<file path="config.mk">
export PLATFORM = sky130hd
export DESIGN_NAME = eslc_status
export DESIGN_NICKNAME = d
export VERILOG_FILES = /design/src/rtl/eslc_pkg.sv /design/src/rtl/eslc_status.sv
export SDC_FILE = /design/constraint.sdc
export NUM_CORES = 1
export LEC_CHECK = 0
export BUFFER_PORTS_ARGS = -buffer_cell sky130_fd_sc_hd__clkbuf_2
export CAP_MARGIN = 20
export CORE_ASPECT_RATIO = 1.1
export CORE_MARGIN = 2
export CORE_UTILIZATION = 56
export DETAILED_ROUTE_END_ITERATION = 8
export PLACE_DENSITY = 0.85
export SYNTH_ARGS = -nofsm -noshare
export SYNTH_HDL_FRONTEND = slang
export SYNTH_SLANG_ARGS = --single-unit
</file>
<file path="constraint.sdc">
create_clock -name i_clk -period 7.2 [get_ports i_clk]
set_input_delay 1.08 -clock i_clk [delete_from_list [all_inputs] [get_ports i_clk]]
set_output_delay 1.08 -clock i_clk [all_outputs]
set_load 0.1 [all_outputs]
</file>
<file path="src/rtl/eslc_pkg.sv">
`default_nettype none
// ----------------------------------------------------------------------------
// eslc_pkg
// Section ids, required-section bit positions and the status structs shared
// by the event log section checker modules.
// ----------------------------------------------------------------------------
package eslc_pkg;

    localparam logic [15:0] ID_PH = 16'h5048;
    localparam logic [15:0] ID_UH = 16'h5548;
    localparam logic [15:0] ID_PS = 16'h5053;
    localparam logic [15:0] ID_EH = 16'h4548;
    localparam logic [15:0] ID_MT = 16'h4D54;
    localparam logic [15:0] ID_SS = 16'h5353;
    localparam logic [15:0] ID_SW = 16'h5357;
    localparam logic [15:0] ID_UD = 16'h5544;

    // bit positions in the required-section mask
    localparam int SEEN_PH = 0;
    localparam int SEEN_UH = 1;
    localparam int SEEN_PS = 2;
    localparam int SEEN_EH = 3;
    localparam int SEEN_MT = 4;
    localparam int SEEN_W  = 5;

    localparam logic [7:0] TOTAL_MAX = 8'hFF;

    typedef struct packed {
        logic dup;
        logic overflow;
    } t_id_status;

    typedef struct packed {
        logic       missing;
        logic       order;
        logic       count;
        logic [7:0] total;
    } t_log_status;

endpackage
`default_nettype wire

</file>
<file path="src/rtl/eslc_status.sv">
`default_nettype none
// ----------------------------------------------------------------------------
// eslc_status
// Running log status: section position, required sections seen, error log
// mark, claimed total and order faults, with the flags they produce.
// ----------------------------------------------------------------------------
module eslc_status (
    input  wire logic                i_clk,
    input  wire logic                i_rst_n,
    input  wire logic                i_step,
    input  wire logic                i_clear,
    input  wire logic [15:0]         i_id,
    input  wire logic [7:0]          i_severity,
    input  wire logic [7:0]          i_declared_count,
    output eslc_pkg::t_log_status    o_status
);
    import eslc_pkg::*;

    logic [7:0]        r_pos;
    logic [SEEN_W-1:0] r_seen;
    logic              r_err;
    logic [7:0]        r_claim;
    logic              r_ord12;
    logic              r_pos3;

    logic [7:0]        n_pos;
    logic [SEEN_W-1:0] n_seen;
    logic              n_err;
    logic [7:0]        n_claim;
    logic              n_ord12;
    logic              n_pos3;
    logic [7:0]        pos_base;

    always_comb begin
        pos_base = i_clear ? '0 : r_pos;
        n_seen   = i_clear ? '0 : r_seen;
        n_err    = i_clear ? 1'b0 : r_err;
        n_claim  = i_clear ? '0 : r_claim;
        n_ord12  = i_clear ? 1'b0 : r_ord12;
        n_pos3   = i_clear ? 1'b0 : r_pos3;

        n_pos = (pos_base != TOTAL_MAX) ? pos_base + 8'd1 : pos_base;

        // only the first PH and first UH carry their payload
        if (i_id == ID_PH && !n_seen[SEEN_PH]) begin
            n_claim = i_declared_count;
        end
        if (i_id == ID_UH && !n_seen[SEEN_UH]) begin
            n_err = (i_severity != 8'd0);
        end
        if (i_id == ID_PH) n_seen[SEEN_PH] = 1'b1;
        if (i_id == ID_UH) n_seen[SEEN_UH] = 1'b1;
        if (i_id == ID_PS) n_seen[SEEN_PS] = 1'b1;
        if (i_id == ID_EH) n_seen[SEEN_EH] = 1'b1;
        if (i_id == ID_MT) n_seen[SEEN_MT] = 1'b1;

        if (n_pos == 8'd1 && i_id != ID_PH) n_ord12 = 1'b1;
        if (n_pos == 8'd2 && i_id != ID_UH) n_ord12 = 1'b1;
        if (n_pos == 8'd3 && i_id != ID_PS) n_pos3  = 1'b1;
    end

    always_comb begin
        o_status.missing = !n_seen[SEEN_PH] || !n_seen[SEEN_UH] || !n_seen[SEEN_EH]
                           || (n_err && (!n_seen[SEEN_PS] || !n_seen[SEEN_MT]));
        // position 3 is judged against the current error mark
        o_status.order   = n_ord12 || (n_pos3 && n_err);
        o_status.count   = !n_seen[SEEN_PH] || (n_pos != n_claim);
        o_status.total   = n_pos;
    end

    always_ff @(posedge i_clk) begin
        if (!i_rst_n) begin
            r_pos   <= '0;
            r_seen  <= '0;
            r_err   <= 1'b0;
            r_claim <= '0;
            r_ord12 <= 1'b0;
            r_pos3  <= 1'b0;
        end else if (i_step) begin
            r_pos   <= n_pos;
            r_seen  <= n_seen;
            r_err   <= n_err;
            r_claim <= n_claim;
            r_ord12 <= n_ord12;
            r_pos3  <= n_pos3;
        end
    end

endmodule
`default_nettype wire

</file>
==> results of run 1 <==
flip-flops by register name (all words and copies together) (netlist names):
name	cells
r_seen	5
r_ord12	1
r_pos3	1
r_claim	8
r_err	1
r_pos	8
kinds of logic after synthesis:
logic type / after synthesis
DFF: 24
and+or+nand+nor: 88
muxes: 9
xor gates and xnor gates: 11
AOI/OAI and AO/OA: 53
buffers and inverters: 16
worst max-delay path, cell delays in order:
cell      delay, ns
clkbuf_2       0.10
or4b_4         0.58
or3_4          0.35
or2_1          0.27
a221o_1        0.28
nand2_2        0.11
a21oi_2        0.07
o32ai_2        0.22
clkbuf_2       0.50
metal layers:
metal	routed length, microns	up-vias
met5	0	-
met4	53	0
met3	207	7
met2	2120	61
met1	1830	794
li1	-	839
metrics by stage:
step | total power [mW] | instances
after floorplan | 0.169 | 201
after global routing | 0.266 | 272
after global placement | 0.184 | 267
after CTS | 0.258 | 271
final | 0.258 | 272
after detailed placement | 0.185 | 267
path summary, 6_finish.rpt:
kind                            startpoint           to  slack [ns]
worst max-delay path               i_id[1]  o_status[9]        2.57
worst min-delay path                r_pos3       r_pos3        0.49
worst max register to register    r_pos[4]       r_pos3        4.96
worst min register to register      r_pos3       r_pos3        0.49
cell type report:
cell class                 instances  area [sq um]
tap                               33          41.3
sequential                        24           480
timing repair buffer              47           235
multi-input combinational        161          1120
fill                             262           882
inverter                           3          11.3
clock buffer                       4          36.3
synth_stat cells (3+ instances only):
master | count | area, sq um
nor2b_1 | 22 | 138
dfxtp_1 | 24 | 480
nor4b_1 | 3 | 26.3
buf_2 | 5 | 25.0
xnor2_1 | 5 | 43.8
a22oi_1 | 13 | 97.6
nand2_1 | 6 | 22.5
nand3_1 | 9 | 45.0
a31oi_1 | 4 | 25.0
mux2i_1 | 9 | 90.1
and2_1 | 4 | 25.0
o22ai_1 | 3 | 18.8
xor2_1 | 6 | 52.6
o211ai_1 | 3 | 22.5
nand3b_1 | 3 | 22.5
clkbuf_1 | 8 | 30.0
nor3_1 | 6 | 30.0
nor2_1 | 12 | 45.0
nor4_1 | 5 | 31.3
inv_1 | 3 | 11.3
o211a_1 | 3 | 30.0
o21ai_0 | 4 | 20.0
a21oi_1 | 6 | 30.0
power breakdown:
group | leakage, nW | switching [mW] | total [mW] | internal (mW)
Combinational | 0.525 | 0.0284 | 0.0466 | 0.0182
Sequential | 0.194 | 0.00227 | 0.137 | 0.134
Clock | 0.0210 | 0.0441 | 0.0751 | 0.0310
==> impl_results.md, run 1 <==
* Status: finished, final reports clean
* FP Rows at 20
* Post-route ant nets at 0
* Clock skew at 0.00824 ns
* DR iter-0 viols at 79
* Core region area at 0.00280 sq mm
* Commonest cells after routing, fill and taps aside: clkbuf_2, dfxtp_1, nor2b_1, a22oi_1, nor2_1
* Pleak at 0.740 nW
* Simple-gate portion of the synthesized area at 32.4%
* Instance area at placement at 0.00188 sq mm
* Starting Density at 59.3%
* Power Density at 135 mW/mm^2
* WHS Path Cells at 2
* Synth warn at 0
* Die W at 56.0 microns
* Number of synthesized flops with an enable pin at 0
* M3 GR Usage at 2.31%
* Seq/Total Area, Yosys at 28.9%
* CTS sink cnt at 24
* Layout cells sized above 1 at 23.8%
* Avg Vias per Cell at 6.25
* Area of the mapped netlist at 0.00166 sq mm
* First-pass GRT wire length at 6.73 mm
* Io pins at 47
* Hold Path Class: reg -> reg
* Setup CP Type: in -> out
* Hold slack at 0.490 ns
* Crit. End Element: output port
* Max_cap viols at 0
* Asr flop ratio synth at 0%
* Tot GR Track Use at 24.9%
* CP Data Arrival Time at 3.55 ns
* Layout Nets at 276
* Clk buf depth at 2
* Top_reg_cell synth: dfxtp_1
* Die area at 0.00342 sq mm
* RSZ-0062 raised after global routing: no
* # port buffers at 46
* Initial antenna violation count at 0
* Vias in the first global route at 1539
* CTS tree: done
* Total CTS buffers at 3
* Most common cell after layout, fill and taps aside: clkbuf_2
* Area Growth Syn to Fin at 15.5%
* Final Worst Setup Slack at 2.57 ns
* Post-Synth XOR/XNOR Area at 5.79%
* Synth unique cells at 52
* Worst-Margin Slew at 0.840 ns
* Setup WS pre-CTS at 2.27 ns
* Met1 Usage GRT at 29.3%
* Clk root buf: clkbuf_4
* Max Freq at 216 MHz
* Largest family of logic cells by synthesized area: simple AND/OR/NAND/NOR gates
* Vias at 1701
* Hold_buf cts at 0
* Final critical-path share of the clock period at 64.3%
* CP startpoint kind: primary input
* CP max FO at 4
* Worst slew margin at 43.6%
* Largest net degree at the start of global routing at 25
* Post-Synthesis Cells at 201
* Detailed Routing Iterations Pass 1 at 5
* Postcts setup bufs at 0
* Mux share of post-synthesis cell area at 5.42%
* Chip height at 61.2 microns
* Dpl hpwl at 3.08 mm
* Period minus WS final at 4.63 ns
* Max H-tree Level at 1
* Syn Nets at 237
* Final instance area at 0.00192 sq mm
* WL/cell at 15.5 microns
* Total Wirelength at 4.21 mm
* N_diodes at 0
* Final Max Tran Viols at 0
* Final Hold Viols at 0
* Final setup vio count at 0
* CTS clock-pin slew for the worst setup and hold paths at 0.14 ns
* Post-cts sizing count at 0
* TNS Setup at 0 ns
* RePlAce Congestion at 0.899
* Worst-Skew Late Latency at 0.33 ns
* Final core utilization at 68.5%
* Grt peak-use layer: met2
* Maximum VDD drop at 0.0931 mV
* Grt total ovfl at 0
* Worst EP required at 6.12 ns
* Syn avg cell area at 8.27 sq um
* Post-synthesis adder-cell area fraction at 0%
* Seq cells post-synth at 24
* Grt met2 use at 47.8%
* Worst R2R Path Depth at 6
* Synth Area in Compound Gates at 23.5%
* Drt drc at 0
Power figures use the tool's default switching activity.
==> run 2, diff against run 1 <==
CORE_UTILIZATION = 47   (was 56)
PLACE_DENSITY = 0.76   (was 0.85)
clock period = 3.7 ns   (was 7.2 ns; I/O delays follow)
==> run 2 against run 1 <==
  * Clock-buffer cell count shrank 1
  * Utilization shrank 7.0 points
  * Register-to-register slack lost 3.3 ns
  * Global-route usage shrank 1.6 points
  * Largest power group unchanged
  * Sequential share of layout area shrank 1.5 points
  * Worst setup slack lost 2.3 ns
  * Worst hold slack lost 0.017 ns
  * Clock power grew 60%
  * First-iteration DRC count grew 94%
  * Critical path depth shrank 2
  * Design area grew 7.6%
==> impl_results.md, run 2 (same netlist as run 1, synthesis figures left out) <==
* Largest net degree at the start of global routing at 25 (unchanged)
* CP Data Arrival Time at 2.87 ns (was 3.55 ns)
* Die area at 0.00403 sq mm (was 0.00342 sq mm)
* Area Growth Syn to Fin at 24.2% (was 15.5%)
* Status: finished, final reports clean (unchanged)
* Largest registers: r_claim x8, r_pos x8, r_seen x5 (unchanged)
* Final instance area at 0.00207 sq mm (was 0.00192 sq mm)
* Initial antenna violation count at 0 (unchanged)
* Worst r2r src: r_pos[6] (was r_pos[4])
* Final Max Tran Viols at 0 (unchanged)
* Die W at 60.7 microns (was 56.0 microns)
* Dpl hpwl at 3.26 mm (was 3.08 mm)
* RSZ-0062 raised after global routing: no (unchanged)
* Layout Nets at 278 (was 276)
* Max_cap viols at 0 (unchanged)
* Max H-tree Level at 1 (unchanged)
* CTS sink cnt at 24 (unchanged)
* Crit. End Element: output port (unchanged)
* Seq. cell area at 487 sq um (was 480 sq um)
* Buf/Inv on CP at 1 (was 2)
* Chip height at 66.4 microns (was 61.2 microns)
* Worst-Skew Late Latency at 0.32 ns (was 0.33 ns)
* Most common cell after layout, fill and taps aside: clkbuf_2 (unchanged)
* Worst R2R Path Depth at 6 (unchanged)
* Hold slack at 0.472 ns (was 0.490 ns)
* Worst path most repeated cell: nand4_1 (was clkbuf_2)
* Worst-Margin Slew at 0.605 ns (was 0.840 ns)
* Total CTS buffers at 3 (unchanged)
* Final setup vio count at 0 (unchanged)
* Tot GR Track Use at 23.2% (was 24.9%)
* Worst slew margin at 59.1% (was 43.6%)
* Worst EP required at 3.14 ns (was 6.12 ns)
* CP delay by family, top: simple AND/OR/NAND/NOR gates (unchanged)
* CP startpoint kind: flop (was primary input)
* Final critical-path share of the clock period at 92.7%
* Clk buf depth at 2 (unchanged)
* Io pins at 47 (unchanged)
* Commonest cells after routing, fill and taps aside: clkbuf_2, nor2b_1, dfxtp_1, a22oi_1, nor2_1 (was clkbuf_2, dfxtp_1, nor2b_1, a22oi_1, nor2_1)
* Clk root buf: clkbuf_4 (unchanged)
* WL/cell at 15.0 microns (was 15.5 microns)
* Starting Density at 49.5% (was 59.3%)
* Cell Chain, Critical Path: nand4_1 -> o31ai_1 -> xor2_1 -> or4_1 -> a221oi_2 -> nand4_1 -> buf_12 (was clkbuf_2 -> or4b_4 -> or3_4 -> or2_1 -> a221o_1 -> nand2_2 -> a21oi_2 -> o32ai_2 -> clkbuf_2)
* WHS Path Cells at 2 (unchanged)
* Power Density at 234 mW/mm^2 (was 135 mW/mm^2)
* Overall Power at 0.484 mW (was 0.258 mW)
* Hold Path Class: reg -> reg (unchanged)
* Instance area at placement at 0.00204 sq mm (was 0.00188 sq mm)
* Vias in the first global route at 1601 (was 1539)
* Avg Vias per Cell at 5.91 (was 6.25)
* CTS tree: done (unchanged)
* Pleak at 0.778 nW (was 0.740 nW)
* Total Wirelength at 4.32 mm (was 4.21 mm)
* Maximum VDD drop at 0.150 mV (was 0.0931 mV)
* DR iter-0 viols at 153 (was 79)
* Period minus WS final at 3.43 ns
* Layout cells sized above 1 at 29.2% (was 23.8%)
* Final Hold Viols at 0 (unchanged)
* RePlAce Congestion at 0.876 (was 0.899)
* R2r setup slk at 1.69 ns (was 4.96 ns)
* Max Freq at 292 MHz
* # port buffers at 46 (unchanged)
* Worst Hold Path EP: r_pos3 (unchanged)
* Clock skew at 0.000640 ns (was 0.00824 ns)
* Core region area at 0.00336 sq mm (was 0.00280 sq mm)
* Setup CP Type: reg -> out (was in -> out)
* Final core utilization at 61.5% (was 68.5%)
* Fillers at 333 (was 262)
* Grt total ovfl at 0 (unchanged)
* CP max FO at 7 (was 4)
* First-pass GRT wire length at 7.17 mm (was 6.73 mm)
* FP Rows at 22 (was 20)
* Hold_sp: r_pos3 (unchanged)
* R2R Path End: r_ord12 (was r_pos3)
* Vias at 1703 (was 1701)
* Critical path's slowest cell: dfxtp_1 (was or4b_4)
* CTS clock-pin slew for the worst setup and hold paths at 0.12 ns (was 0.14 ns)
* N_diodes at 0 (unchanged)
* Area of the multi-input gates at 0.00119 sq mm (was 0.00112 sq mm)
* Detailed Routing Iterations Pass 1 at 4 (was 5)
* Drt drc at 0 (unchanged)
* Post-route ant nets at 0 (unchanged)
* Crit-path max cell delay at 0.51 ns (was 0.58 ns)
## run 2: power breakdown
part | internal (mW) | leakage, nW | switching (mW)
logic | 0.0404 | 0.567 | 0.0571
registers | 0.262 | 0.196 | 0.00489
clock network | 0.0383 | 0.0138 | 0.0813
total | 0.340 | 0.778 | 0.143
## run 2: worst register-to-register path, cell delays in order, from the launching register on
cell and delay (ns):
dfxtp_1 0.41, nand4_1 0.31, o22ai_1 0.22, o21bai_1 0.19
a211o_1 0.36, nor4bb_1 0.33, o21a_1 0.14
## run 2: final cells by class
class	count	area share [%]
flip-flops and latches	24	23.6
clock buffers	3	1.09
multi-input cells	161	57.5
inverters	3	0.545
repair buffers	49	14.4
well taps	48	2.91
## run 2: metal layers
| metal | routed length (microns) | track usage, % | up-vias |
|---|---|---|---|
| met3 | 271 | 3.13 | 8 |
| met2 | 2120 | 38.8 | 68 |
| li1 | - | - | 843 |
| met1 | 1870 | 30.2 | 784 |
| met4 | 66 | 7.61 | 0 |
| met5 | 0 | 0 | - |
## run 2: timing repair
action                     in CTS  in global routing
hold buffers                    0                  0
setup endpoints to repair       0                  1
resized for setup               0                  3
buffers inserted                0                  0
## run 2: worst max-delay path by stage
| stage | from | end | slack (ns) | depth (start not counted) |
|---|---|---|---|---|
| floorplan | r_pos[3] | o_status[8] | -0.01 | 8 |
| global placement | i_id[1] | o_status[9] | 0.43 | 9 |
| detailed placement | i_id[1] | o_status[9] | 0.40 | 9 |
| CTS | r_pos[0] | o_status[8] | 0.19 | 9 |
| global route | r_pos[5] | o_status[8] | 0.04 | 9 |
| finish | r_pos[5] | o_status[8] | 0.27 | 7 |
## run 2: per-stage QoR
step                      TNS, ns  setup WS, ns  cells
final                           0         0.270    288
after global routing            0        0.0368    288
after CTS                       0         0.189    288
after detailed placement        0         0.398    285
after global placement          0         0.428    285
after floorplan           -0.0134       -0.0134    201
==> run 3, diff against run 2 <==
clock period = 2.95 ns   (was 3.7 ns; I/O delays follow)
==> run 3 against run 2 <==
  * The run now ends with setup timing left
  * Worst hold slack worse by 0.085 ns
  * First-iteration DRC count is 18% higher
  * Sequential power is 23% higher
  * Flip-flop and latch count stayed put
  * Largest cell class unchanged
  * Largest power group unchanged
  * Highest routed layer unchanged
==> impl_results.md, run 3 (same netlist as run 1, synthesis figures left out) <==
* Layout Nets at 293 (was 278)
* CTS tree: done (unchanged)
* Chip height at 66.4 microns (unchanged)
* Initial antenna violation count at 0 (unchanged)
* N_diodes at 0 (unchanged)
* Final setup vio count at 2 (was 0)
* Dpl hpwl at 3.41 mm (was 3.26 mm)
* Crit-path max cell delay at 0.53 ns (was 0.51 ns)
* Hold slack at 0.387 ns (was 0.472 ns)
* CP startpoint kind: primary input (was flop)
* Most common cell after layout, fill and taps aside: clkbuf_2 (unchanged)
* Final Max Tran Viols at 0 (unchanged)
* Cell Chain, Critical Path: clkbuf_2 -> or4b_4 -> or3_4 -> or2_4 -> a221o_1 -> nand2_2 -> a21oi_2 -> o32ai_4 -> buf_12 (was nand4_1 -> o31ai_1 -> xor2_1 -> or4_1 -> a221oi_2 -> nand4_1 -> buf_12)
* Worst R2R Path Depth at 7 (was 6)
* Part of the power in the clock network at 24.6% (was 24.7%)
* Internal at 0.432 mW (was 0.340 mW)
* Clk buf depth at 2 (unchanged)
* # port buffers at 46 (unchanged)
* Max Freq at 332 MHz
* Die W at 60.7 microns (unchanged)
* Core region area at 0.00336 sq mm (unchanged)
* Layout cells sized above 1 at 38.4% (was 29.2%)
* Area Growth Syn to Fin at 37.0% (was 24.2%)
* Power Density at 271 mW/mm^2 (was 234 mW/mm^2)
* Clk root buf: clkbuf_4 (unchanged)
* Die area at 0.00403 sq mm (unchanged)
* Crit. End Element: output port (unchanged)
* RSZ-0062 raised after global routing: yes (was no)
* Reg power frac at 53.1% (was 55.1%)
* CP max FO at 4 (was 7)
* Final core utilization at 67.8% (was 61.5%)
* Max H-tree Level at 1 (unchanged)
* Worst-Margin Slew at 0.586 ns (was 0.605 ns)
* Hold Path Class: in -> reg (was reg -> reg)
* Switching Fraction at 30.1% (was 29.6%)
* Detailed Routing Iterations Pass 1 at 4 (unchanged)
* Vias at 1785 (was 1703)
* Violated checks: setup timing
* Worst slew margin at 60.6% (was 59.1%)
* Maximum VDD drop at 0.144 mV (was 0.150 mV)
* Vias in the first global route at 1672 (was 1601)
* FP Rows at 22 (unchanged)
* Largest net degree at the start of global routing at 25 (unchanged)
* Commonest cells after routing, fill and taps aside: clkbuf_2, nor2b_1, buf_4, dfxtp_1, a22oi_1 (was clkbuf_2, nor2b_1, dfxtp_1, a22oi_1, nor2_1)
* RePlAce Congestion at 0.854 (was 0.876)
* Clock skew at 0.0153 ns (was 0.000640 ns)
* CP Data Arrival Time at 2.57 ns (was 2.87 ns)
* Setup CP Type: in -> out (was reg -> out)
* Starting Density at 49.5% (unchanged)
* Total Wirelength at 4.50 mm (was 4.32 mm)
* Tot GR Track Use at 24.1% (was 23.2%)
* Critical path's slowest cell: or4b_4 (was dfxtp_1)
* WHS Path Cells at 3 (was 2)
* DR iter-0 viols at 181 (was 153)
* Largest registers: r_claim x8, r_pos x8, r_seen x5 (unchanged)
* Final Worst Setup Slack at -0.0637 ns (was 0.270 ns)
* Grt total ovfl at 0 (unchanged)
* Total CTS buffers at 3 (unchanged)
* Pleak at 0.864 nW (was 0.778 nW)
* Worst EP required at 2.51 ns (was 3.14 ns)
* WL/cell at 14.9 microns (was 15.0 microns)
* Max_cap viols at 0 (unchanged)
* Drt drc at 0 (unchanged)
* Period minus WS final at 3.01 ns
* Io pins at 47 (unchanged)
* Hold_buf cts at 0 (unchanged)
* First-pass GRT wire length at 7.43 mm (was 7.17 mm)
* Combinational Power Share at 22.3% (was 20.2%)
* Final critical-path share of the clock period at 102%
* Status: complete, but fails checks (was finished, final reports clean)
* Final Hold Viols at 0 (unchanged)
* CTS clock-pin slew for the worst setup and hold paths at 0.15 ns (was 0.12 ns)
* Post-route ant nets at 0 (unchanged)
* CTS sink cnt at 24 (unchanged)
* Worst-Skew Late Latency at 0.33 ns (was 0.32 ns)
* Switching power at 0.186 mW (was 0.143 mW)
* Avg Vias per Cell at 5.89 (was 5.91)
-- run 3: cell types whose count changed in the layout (fill, tap and decap cells not counted), moves of 2 or more --
| cell | delta |
|---|---|
| nor4_1 | -2 |
| nor4_2 | +2 |
| dfxtp_1 | -3 |
| nand3_1 | -2 |
| buf_4 | +14 |
| dfxtp_4 | +4 |
-- run 3: metal layers --
metal / track usage, % / wire, microns
met5: 0 / 0
met4: 7.07 / 92
met3: 3.13 / 262
met2: 43.7 / 2270
met1: 28.9 / 1880
-- run 3: through the flow --
stage	cells	setup WS, ns	TNS [ns]	cell area [sq um]	total power, mW
4_1_cts	303	-0.0742	-0.179	2200	0.619
6_report	303	-0.0637	-0.0955	2280	0.618
3_5_place_dp	299	-0.0821	-0.112	2160	0.471
3_3_place_gp	299	-0.0592	-0.0592	2160	0.469
2_1_floorplan	201	-0.651	-1.39	1750	0.416
5_1_grt	303	-0.119	-0.293	2280	0.648
-- run 3: power groups by stage --
stage	Sequential, mW	Combinational (mW)	Clock, mW
6_report	0.328	0.138	0.152
5_1_grt	0.329	0.149	0.170
4_1_cts	0.330	0.135	0.154
3_5_place_dp	0.337	0.133	0
3_3_place_gp	0.337	0.132	0
2_1_floorplan	0.336	0.0798	0
-- run 3: cell type report --
cell class                 count  area, sq um
clock buffer                   3         22.5
fill                         305         1080
inverter                       3         11.3
multi-input combinational    161         1250
sequential                    24          500
tap                           48         60.1
timing repair buffer          64          429
-- run 3: what timing repair did --
action,in CTS,in global routing
buffers inserted,1,0
endpoints found under the setup margin,3,3
gates resized for setup,6,18
pin swaps,0,4
-- run 3: final timing paths --
path                                          start     endpoint  slack (ns)
worst min-delay path            i_declared_count[3]   r_claim[3]        0.39
worst max register to register             r_pos[0]      r_ord12        0.97
worst min register to register               r_pos3       r_pos3        0.48
worst max-delay path                        i_id[1]  o_status[9]       -0.06
-- run 3: worst max-delay path: cells and delay by family --
family                 cells  cell delay (ns)
AO/OA/AOI/OAI              3             0.58
AND/OR/NAND/NOR            4             1.24
buffers and inverters      2             0.30
